[config.mk]
export PLATFORM = sky130hd
export DESIGN_NAME = linked_list_queue_manager_core
export DESIGN_NICKNAME = d
export VERILOG_FILES = /design/src/rtl/llq_pkg.sv /design/src/rtl/linked_list_queue_manager_core.sv /design/src/rtl/llq_link_mem.sv /design/src/rtl/llq_update.sv
export SDC_FILE = /design/constraint.sdc
export NUM_CORES = 1
export LEC_CHECK = 0
export BUFFER_PORTS_ARGS = -buffer_cell sky130_fd_sc_hd__buf_2
export CORE_UTILIZATION = 39
export DETAILED_ROUTE_END_ITERATION = 10
export MAX_ROUTING_LAYER = met4
export PLACE_DENSITY_LB_ADDON = 0.05
export SLEW_MARGIN = 20
export SYNTH_ARGS = -nofsm -noshare
export SYNTH_HDL_FRONTEND = slang
export SYNTH_HIERARCHICAL = 1
export SYNTH_SLANG_ARGS = --single-unit
[constraint.sdc]
create_clock -name i_clk -period 13 [get_ports i_clk]
set_input_delay 2.6 -clock i_clk [delete_from_list [all_inputs] [get_ports i_clk]]
set_output_delay 2.6 -clock i_clk [all_outputs]
set_load 0.01 [all_outputs]
[src/rtl/llq_pkg.sv]
// Shared types and constants for the linked list queue manager.
`default_nettype none

package llq_pkg;

    localparam int N_SLOTS = 64;
    localparam int ID_W    = $clog2(N_SLOTS);
    localparam int CNT_W   = $clog2(N_SLOTS + 1);

    typedef logic [ID_W-1:0]  t_id;
    typedef logic [CNT_W-1:0] t_cnt;

    localparam logic REQ_APPEND = 1'b0;
    localparam logic REQ_REMOVE = 1'b1;

    typedef enum logic [1:0] {
        ST_OK         = 2'd0,
        ST_LINKED     = 2'd1,
        ST_EMPTY      = 2'd2,
        ST_NOT_MEMBER = 2'd3
    } t_status;

    // one write per cycle into each link table
    typedef struct packed {
        logic nxt_we;
        t_id  nxt_addr;
        t_id  nxt_data;
        logic prv_we;
        t_id  prv_addr;
        t_id  prv_data;
    } t_link_wr;

endpackage

`default_nettype wire

[src/rtl/linked_list_queue_manager_core.sv]
// Top level of the circular doubly linked queue manager.
// An accepted transaction is registered alongside its link table reads, then evaluated, and its
// outcome is captured in the result register, which drives the result strobe.
// Throughput: one transaction per cycle; o_busy stays low.
// Reset: synchronous active low; clears linked marks, head, tail, count and the strobes.
// Link table contents are not reset. The receiver cannot stall results.
`default_nettype none

module linked_list_queue_manager_core
    import llq_pkg::*;
(
    input  wire logic       i_clk,
    input  wire logic       i_rst_n,
    input  wire logic       i_start,
    input  wire logic       i_req_type,
    input  wire logic [5:0] i_elem_id,
    output logic            o_busy,
    output logic            o_valid,
    output logic [1:0]      o_status,
    output logic [6:0]      o_q_len,
    output logic [5:0]      o_head_id,
    output logic            o_is_empty
);

    logic     r_vld;
    logic     r_req;
    t_id      r_id;
    t_id      nxt_rd;
    t_id      prv_rd;
    t_link_wr link_wr;

    assign o_busy = 1'b0;

    always_ff @(posedge i_clk) begin
        if (!i_rst_n) begin
            r_vld <= 1'b0;
        end else begin
            r_vld <= i_start && !o_busy;
        end
    end

    always_ff @(posedge i_clk) begin
        r_req <= i_req_type;
        r_id  <= i_elem_id;
    end

    llq_link_mem u_link_mem (
        .i_clk     (i_clk),
        .i_rd_addr (i_elem_id),
        .i_wr      (link_wr),
        .o_nxt_rd  (nxt_rd),
        .o_prv_rd  (prv_rd)
    );

    llq_update u_update (
        .i_clk        (i_clk),
        .i_rst_n      (i_rst_n),
        .i_vld        (r_vld),
        .i_req        (r_req),
        .i_id         (r_id),
        .i_nxt_rd     (nxt_rd),
        .i_prv_rd     (prv_rd),
        .o_wr         (link_wr),
        .o_valid      (o_valid),
        .o_status     (o_status),
        .o_q_len      (o_q_len),
        .o_head_id    (o_head_id),
        .o_is_empty   (o_is_empty)
    );

`ifndef SYNTHESIS
    a_latency: assert property (@(posedge i_clk) disable iff (!i_rst_n)
        (i_start && !o_busy) |=> ##1 o_valid)
        else $error("result strobe missing two cycles after accept");

    a_size_bound: assert property (@(posedge i_clk) disable iff (!i_rst_n)
        o_valid |-> (o_q_len <= CNT_W'(N_SLOTS)))
        else $error("queue size beyond slot count");

    a_empty_head: assert property (@(posedge i_clk) disable iff (!i_rst_n)
        (o_valid && o_is_empty) |-> (o_head_id == '0 && o_q_len == '0))
        else $error("empty queue reports head or size");

    a_refused_size: assert property (@(posedge i_clk) disable iff (!i_rst_n)
        (o_valid && $past(o_valid) && o_status != ST_OK) |->
            (o_q_len == $past(o_q_len)))
        else $error("refused transaction changed queue size");
`endif

endmodule

`default_nettype wire

[src/rtl/llq_link_mem.sv]
// Next and previous link tables with registered reads and write bypass.
`default_nettype none

module llq_link_mem
    import llq_pkg::*;
(
    input  wire logic     i_clk,
    input  wire t_id      i_rd_addr,
    input  wire t_link_wr i_wr,
    output t_id           o_nxt_rd,
    output t_id           o_prv_rd
);

    t_id  r_next_mem [N_SLOTS];
    t_id  r_prev_mem [N_SLOTS];
    t_id  r_nxt_raw;
    t_id  r_prv_raw;
    logic r_nxt_byp;
    logic r_prv_byp;
    t_id  r_nxt_bdat;
    t_id  r_prv_bdat;

    always_ff @(posedge i_clk) begin
        if (i_wr.nxt_we) begin
            r_next_mem[i_wr.nxt_addr] <= i_wr.nxt_data;
        end
        r_nxt_raw  <= r_next_mem[i_rd_addr];
        r_nxt_byp  <= i_wr.nxt_we && (i_wr.nxt_addr == i_rd_addr);
        r_nxt_bdat <= i_wr.nxt_data;
    end

    always_ff @(posedge i_clk) begin
        if (i_wr.prv_we) begin
            r_prev_mem[i_wr.prv_addr] <= i_wr.prv_data;
        end
        r_prv_raw  <= r_prev_mem[i_rd_addr];
        r_prv_byp  <= i_wr.prv_we && (i_wr.prv_addr == i_rd_addr);
        r_prv_bdat <= i_wr.prv_data;
    end

    assign o_nxt_rd = r_nxt_byp ? r_nxt_bdat : r_nxt_raw;
    assign o_prv_rd = r_prv_byp ? r_prv_bdat : r_prv_raw;

endmodule

`default_nettype wire

[src/rtl/llq_update.sv]
// Queue state registers, request evaluation and result register.
`default_nettype none

module llq_update
    import llq_pkg::*;
(
    input  wire logic     i_clk,
    input  wire logic     i_rst_n,
    input  wire logic     i_vld,
    input  wire logic     i_req,
    input  wire t_id      i_id,
    input  wire t_id      i_nxt_rd,
    input  wire t_id      i_prv_rd,
    output t_link_wr      o_wr,
    output logic          o_valid,
    output logic [1:0]    o_status,
    output t_cnt          o_q_len,
    output t_id           o_head_id,
    output logic          o_is_empty
);

    // tail is kept explicitly; next(tail) and prev(head) are implied
    logic [N_SLOTS-1:0] r_mark, n_mark;
    t_id                r_head, n_head;
    t_id                r_tail, n_tail;
    t_cnt               r_cnt,  n_cnt;
    t_status            st;
    t_id                p_id;
    t_id                n_id;
    logic               is_head;
    logic               is_tail;

    always_comb begin
        n_mark  = r_mark;
        n_head  = r_head;
        n_tail  = r_tail;
        n_cnt   = r_cnt;
        st      = ST_OK;
        o_wr    = '0;
        is_head = (i_id == r_head);
        is_tail = (i_id == r_tail);
        p_id    = is_head ? r_tail : i_prv_rd;
        n_id    = is_tail ? r_head : i_nxt_rd;
        if (i_vld) begin
            if (i_req == REQ_APPEND) begin
                if (r_mark[i_id]) begin
                    st = ST_LINKED;
                end else begin
                    if (r_cnt == '0) begin
                        n_head = i_id;
                    end else begin
                        o_wr.nxt_we   = 1'b1;
                        o_wr.nxt_addr = r_tail;
                        o_wr.nxt_data = i_id;
                        o_wr.prv_we   = 1'b1;
                        o_wr.prv_addr = i_id;
                        o_wr.prv_data = r_tail;
                    end
                    n_tail         = i_id;
                    n_mark[i_id]   = 1'b1;
                    n_cnt          = r_cnt + 1'b1;
                end
            end else begin
                if (r_cnt == '0) begin
                    st = ST_EMPTY;
                end else if (!r_mark[i_id]) begin
                    st = ST_NOT_MEMBER;
                end else begin
                    if (r_cnt == CNT_W'(1)) begin
                        n_head = '0;
                    end else begin
                        o_wr.nxt_we   = !is_tail;
                        o_wr.nxt_addr = p_id;
                        o_wr.nxt_data = n_id;
                        o_wr.prv_we   = !is_head;
                        o_wr.prv_addr = n_id;
                        o_wr.prv_data = p_id;
                        if (is_head) begin
                            n_head = n_id;
                        end
                        if (is_tail) begin
                            n_tail = p_id;
                        end
                    end
                    n_mark[i_id] = 1'b0;
                    n_cnt        = r_cnt - 1'b1;
                end
            end
        end
    end

    always_ff @(posedge i_clk) begin
        if (!i_rst_n) begin
            r_mark  <= '0;
            r_head  <= '0;
            r_tail  <= '0;
            r_cnt   <= '0;
            o_valid <= 1'b0;
        end else begin
            r_mark  <= n_mark;
            r_head  <= n_head;
            r_tail  <= n_tail;
            r_cnt   <= n_cnt;
            o_valid <= i_vld;
        end
    end

    always_ff @(posedge i_clk) begin
        o_status   <= st;
        o_q_len    <= n_cnt;
        o_head_id  <= (n_cnt == '0) ? '0 : n_head;
        o_is_empty <= (n_cnt == '0);
    end

endmodule

`default_nettype wire
After elaboration in Yosys (flattened, before gate mapping)

Memories as Yosys holds them, arrays and structs flattened. A register that Yosys moved wholly into a read port is not among the register bits.
Index checks and enable logic that the tools add are counted.

Add/subtract/negate cells: 2
Order comparisons: 2
Equality and inequality tests: 10
Multiplexer cells: 46
Bitwise operators: 3
Reduce and logical (&&, ||, !) cells: 9

Operator list:

| operator                                                          | count |
|---|---|
| two-way mux 64 bit                                                | 4 |
| two-way mux 26 bit                                                | 7 |
| two-way mux 6 bit                                                 | 18 |
| bitwise AND 64 bit                                                | 1 |
| inverter 64 bit                                                   | 1 |
| bitwise OR 64 bit                                                 | 1 |
| two-way mux 7 bit                                                 | 5 |
| == test 6 bit                                                     | 4 |
| logical NOT 7 bit                                                 | 2 |
| adder 7 x 1 -> 7 bit, second input constant                       | 1 |
| == test 7 x 1 -> 1 bit, second input constant                     | 1 |
| less-than comparator 6 x 7 -> 1 bit, second input constant        | 1 |
| two-way mux 1 bit                                                 | 7 |
| subtractor 7 x 1 -> 7 bit, second input constant                  | 1 |
| binary-select mux 1 bit (select 6 bit)                            | 1 |
| demux 1 bit (select 6 bit)                                        | 1 |
| greater-or-equal comparator 6 x 1 -> 1 bit, second input constant | 1 |
| two-way mux 2 bit                                                 | 3 |
| AND reduction 6 bit                                               | 1 |
| != test 2 bit, second input constant                              | 2 |
| AND reduction 4 bit                                               | 1 |
| logical AND 1 bit                                                 | 3 |
| != test 3 x 1 -> 1 bit, second input constant                     | 1 |
| != test 3 x 2 -> 1 bit, second input constant                     | 1 |
| 2 further kinds                                                   | 3 |

Register bits: 122
Memory bits (writable): 768
Input port bits: 10
Output and inout port bits: 18
Logic and storage cells: 90
Memories kept: 2

Memory list:

| name                  | words | width | rd ports | clocked after memory_dff | write ports | RTL line           | source |
|---|---|---|---|---|---|---|---|
| u_link_mem.r_next_mem | 64    | 6     | 1        | 1                        | 1           | llq_link_mem.sv:14 | `t_id r_next_mem [N_SLOTS];` |
| u_link_mem.r_prev_mem | 64    | 6     | 1        | 1                        | 1           | llq_link_mem.sv:15 | `t_id r_prev_mem [N_SLOTS];` |

Logic depth before layout (Yosys ltp)

Depth after elaboration: 9
Depth in mapped cells: 18
Mapped depth without buffers: 13

Modules after synthesis

The synthesis kept the hierarchy.

By module, submodules not included:

| module                         | instances | cells each | area each (um^2) | sequential area each (um^2) |
|---|---|---|---|---|
| llq_link_mem                   | 1         | 1444       | 30829.6          | 23582.6 |
| llq_update                     | 1         | 697        | 6028.3           | 2001.9 |
| linked_list_queue_manager_core | 1         | 11         | 177.7            | 160.2 |

Worst setup path before layout

Ideal clock, no wire load.

Kind: register -> register
Start: register r_id[0]
End: memory u_link_mem/r_next_mem[39][0] (netlist bit) (enable)
Setup time: 0.350 ns
Data arrival time: 5.332 ns
Data required time: 12.650 ns
Slack: 7.318 ns
Cell stages (with the launch flop): 17
Path buffers: 5
Clock period less this slack: 5.682 ns
Cell sequence: dfxtp_1 -> buf_4 -> nor2b_1 -> a22oi_1 -> o22a_1 -> a2bb2oi_2 -> a22oi_4 -> a211oi_2 -> and2_1 -> clkbuf_1 -> a22oi_1 -> nor2_1 -> buf_4 -> clkbuf_1 -> or3b_2 -> clkbuf_1 -> nor2_1

RTL lines:

| element                | RTL line                             | source |
|---|---|---|
| from (decl)            | linked_list_queue_manager_core.sv:27 | `t_id r_id;` |
| from (signal assigned) | linked_list_queue_manager_core.sv:44 | `r_id <= i_elem_id;` |
| to (decl)              | llq_link_mem.sv:14                   |  |

==> impl_metrics.toml <==
[setup_path]
crit_top_cell = "buf_4"
slowest_stage = "nor3_1"
required_ps = 13300
cpPeakStageDelay_ps = 800
worstPathCellList = "buf_4, mux2_2, a221oi_1, a21oi_1, o21ba_2, or3_1, nor3_1, a32oi_1, nor2_4, buf_4, nand4_1, nor2_1"
cp.arrival_ps = 6920
rr_worst_depth = 12
cp-start-kind = "flop"
crit_type = "flop to flop"
worst_setup_path_end_kind = "flop"
worst-path-max-fanout = 46

[finish]
nFillCells = 8117
nets = 2159
regArea_sq_um = 25700
antenna_cells = 0
drive_gt1_frac = 0.228
multi_input_area_sq_um = 10500
area_delta_synth_final_pct = 12.5

[timing]
worst_slew_pin_slew_ps = 1150
max_freq_ghz = 0.151
slew_viol_final = 0
skew_ps = 27.2
timing.final.ws_setup_ps = 6380
finalHoldViolCount = 0
setup_violations = 0
tns_ps = 0
final.min_clock_period_ps = 6620
rsz0062_at_grt = "no"
period_share = 0.509
max-slew-margin-rel = 0.233

[logic_synthesis]
async_flop_share = 0
syn_nets = 2165
netlist-cell-type-count = 81
synth-seq-cells = 902
netlist_area_sq_um = 37000
yosysMostFrequentCell = "edfxtp_1"
synth_edf_count = 768
yosysSeqAreaShare = 0.695
synth_area_leader_cell = "edfxtp_1"
yosysWarnings = 6
synthFlopType = "edfxtp_1"
syn_inst = 2152
synthTopCellsByArea = "edfxtp_1 62%, mux4_2 13%, dfxtp_1 7.2%, mux2i_1 2.4%, nor2_1 1.9%"
syn_area_per_cell_sq_um = 17.2
yosysTopAreaCellShare = 0.623
synth.cells.most_frequent = "768 x edfxtp_1, 207 x mux4_2, 187 x nor2_1, 134 x dfxtp_1, 87 x mux2i_1"

[routing]
vias = 19600
avgRoutedWirePerCell_um = 27.3
drtAntennaViolNets = 0
drc = 0
routed_wl_um = 95300
first_pass_iters = 6
drtIter0Drc = 1813
routed_via_density = 5.64

[floorplanning]
fp-row-count = 112
die_x_um = 310
die_area_sq_um = 96200
boundaryPins = 28
core_sq_um = 93700
initial_utilization = 0.395
die_y_um = 310

[global_route]
grt_max_degree = 92
antenna_found_initial = 1
grt.overflow.total = 0
grt_pass1_vias = 20200
grt_pass1_wl_um = 141000
grt.total_usage = 0.208

[cts]
clk_pin_slew_worst_paths_ps = 60
cts.repair.resized = 0
cts_buffers = 100
postCtsHoldBufs = 0
htree_levels = 3
post_cts_buffers = 0
clkLatencyLatePin_ps = 690
cts_buffer_depth = 3
clock-root-buffer = "clkbuf_16"
cts_tree = "done"
cts_sinks = 902

[power]
p_leak_nw = 12.8
finalPower_mw = 6.39
vdd_drop_max_mv = 0.0974
power-per-cell-area_nw_per_um2 = 153

[place]
gp_congestion = 0.788
port_buffers = 26
dpl.hpwl_um = 56200
place_ws_ps = 6300

[worst_hold_path]
hold_path.class = "flop to flop"
worstHoldPathCells = 2

[run_status]
status = "finished clean"

[run]
drv_cap = 0
-- metal layers --
metal	up-vias	wire [um]	track usage
met3	139	4370	0.0358
met1	10400	42400	0.279
met5	-	0	-
met2	488	46100	0.324
li1	8635	-	-
met4	0	2480	0.0621
-- path summary, 6_finish.rpt --
| path | from | to | slack (ps) |
|---|---|---|---|
| worst min-delay path | flop | flop | 460 |
| worst min register to register | flop | flop | 460 |
| worst max register to register | r_id[0] | u_link_mem/r_prev_mem[7][2] | 6380 |
| worst max-delay path | r_id[0] | u_link_mem/r_prev_mem[7][2] | 6380 |
-- flip-flops by register name (all words and copies together), names as in the netlist, named ones only --
name	flops
r_id	6
u_link_mem/r_nxt_bdat	6
u_update/o_status	2
u_link_mem/r_prv_raw	6
u_link_mem/r_nxt_byp	1
u_update/r_head	6
u_update/o_is_empty	1
u_update/o_q_len	7
u_update/o_head_id	6
u_update/r_cnt	7
r_req	1
u_link_mem/r_nxt_raw	6
u_link_mem/r_prv_byp	1
r_vld	1
u_link_mem/r_prev_mem	384
u_update/o_valid	1
u_link_mem/r_prv_bdat	6
u_update/r_tail	6
u_link_mem/r_next_mem	384
-- through the flow --
stage / hold slack (ps) / utilization / instances / cell area [sq um]
6_report: 461 / 0.444 / 3486 / 41700
2_1_floorplan: 435 / - / 2152 / 37000
3_5_place_dp: 456 / 0.408 / 3298 / 38200
5_1_grt: 486 / 0.444 / 3486 / 41700
3_3_place_gp: 445 / 0.408 / 3298 / 38200
4_1_cts: 465 / 0.444 / 3486 / 41700
-- cells in the final DEF (no fill, tap or decap), drive strengths merged, types with 17 or more instances in the layout --
cell    instances
a21oi          30
a22oi          19
a311oi         17
a31oi          19
a41oi          24
buf            59
clkbuf        116
clkinv         49
dfxtp         134
edfxtp        768
mux2           29
mux2i          87
mux4          207
nand2          87
nand3          27
nand4          45
nor2          189
nor2b          30
nor3           44
o21ai          26
-- critical path: cells and delay by family, from the launching register on --
| family | cells | cell delay [ps] |
|---|---|---|
| AOI/OAI and AO/OA | 4 | 870 |
| DFF | 1 | 710 |
| and+or+nand+nor | 5 | 3260 |
| muxes | 1 | 370 |
| buffers and inverters | 2 | 960 |
-- cells by family after synthesis --
group | share of synthesized area
DFF | 0.695
other | 0.000101
muxes | 0.159
adders and majority gates | 0.00101
and+or+nand+nor | 0.0618
xor gates and xnor gates | 0.00639
AOI/OAI and AO/OA | 0.0513
buffers and inverters | 0.0257
-- area by class of cell --
cell class / instances / area share
Sequential cell: 902 / 0.618
Clock inverter: 73 / 0.0190
Tap cell: 1254 / 0.0377
Multi-Input combinational cell: 1068 / 0.251
Inverter: 14 / 0.00126
Timing Repair Buffer: 60 / 0.0101
Clock buffer: 115 / 0.0632
-- report_power, final --
part	leakage (nW)	internal [mW]	switching, mW
clock	1.67	1.74	1.19
sequential	7.70	3.13	0.0125
combinational	3.45	0.116	0.208
No activity file was read; power rests on OpenSTA's default activity.
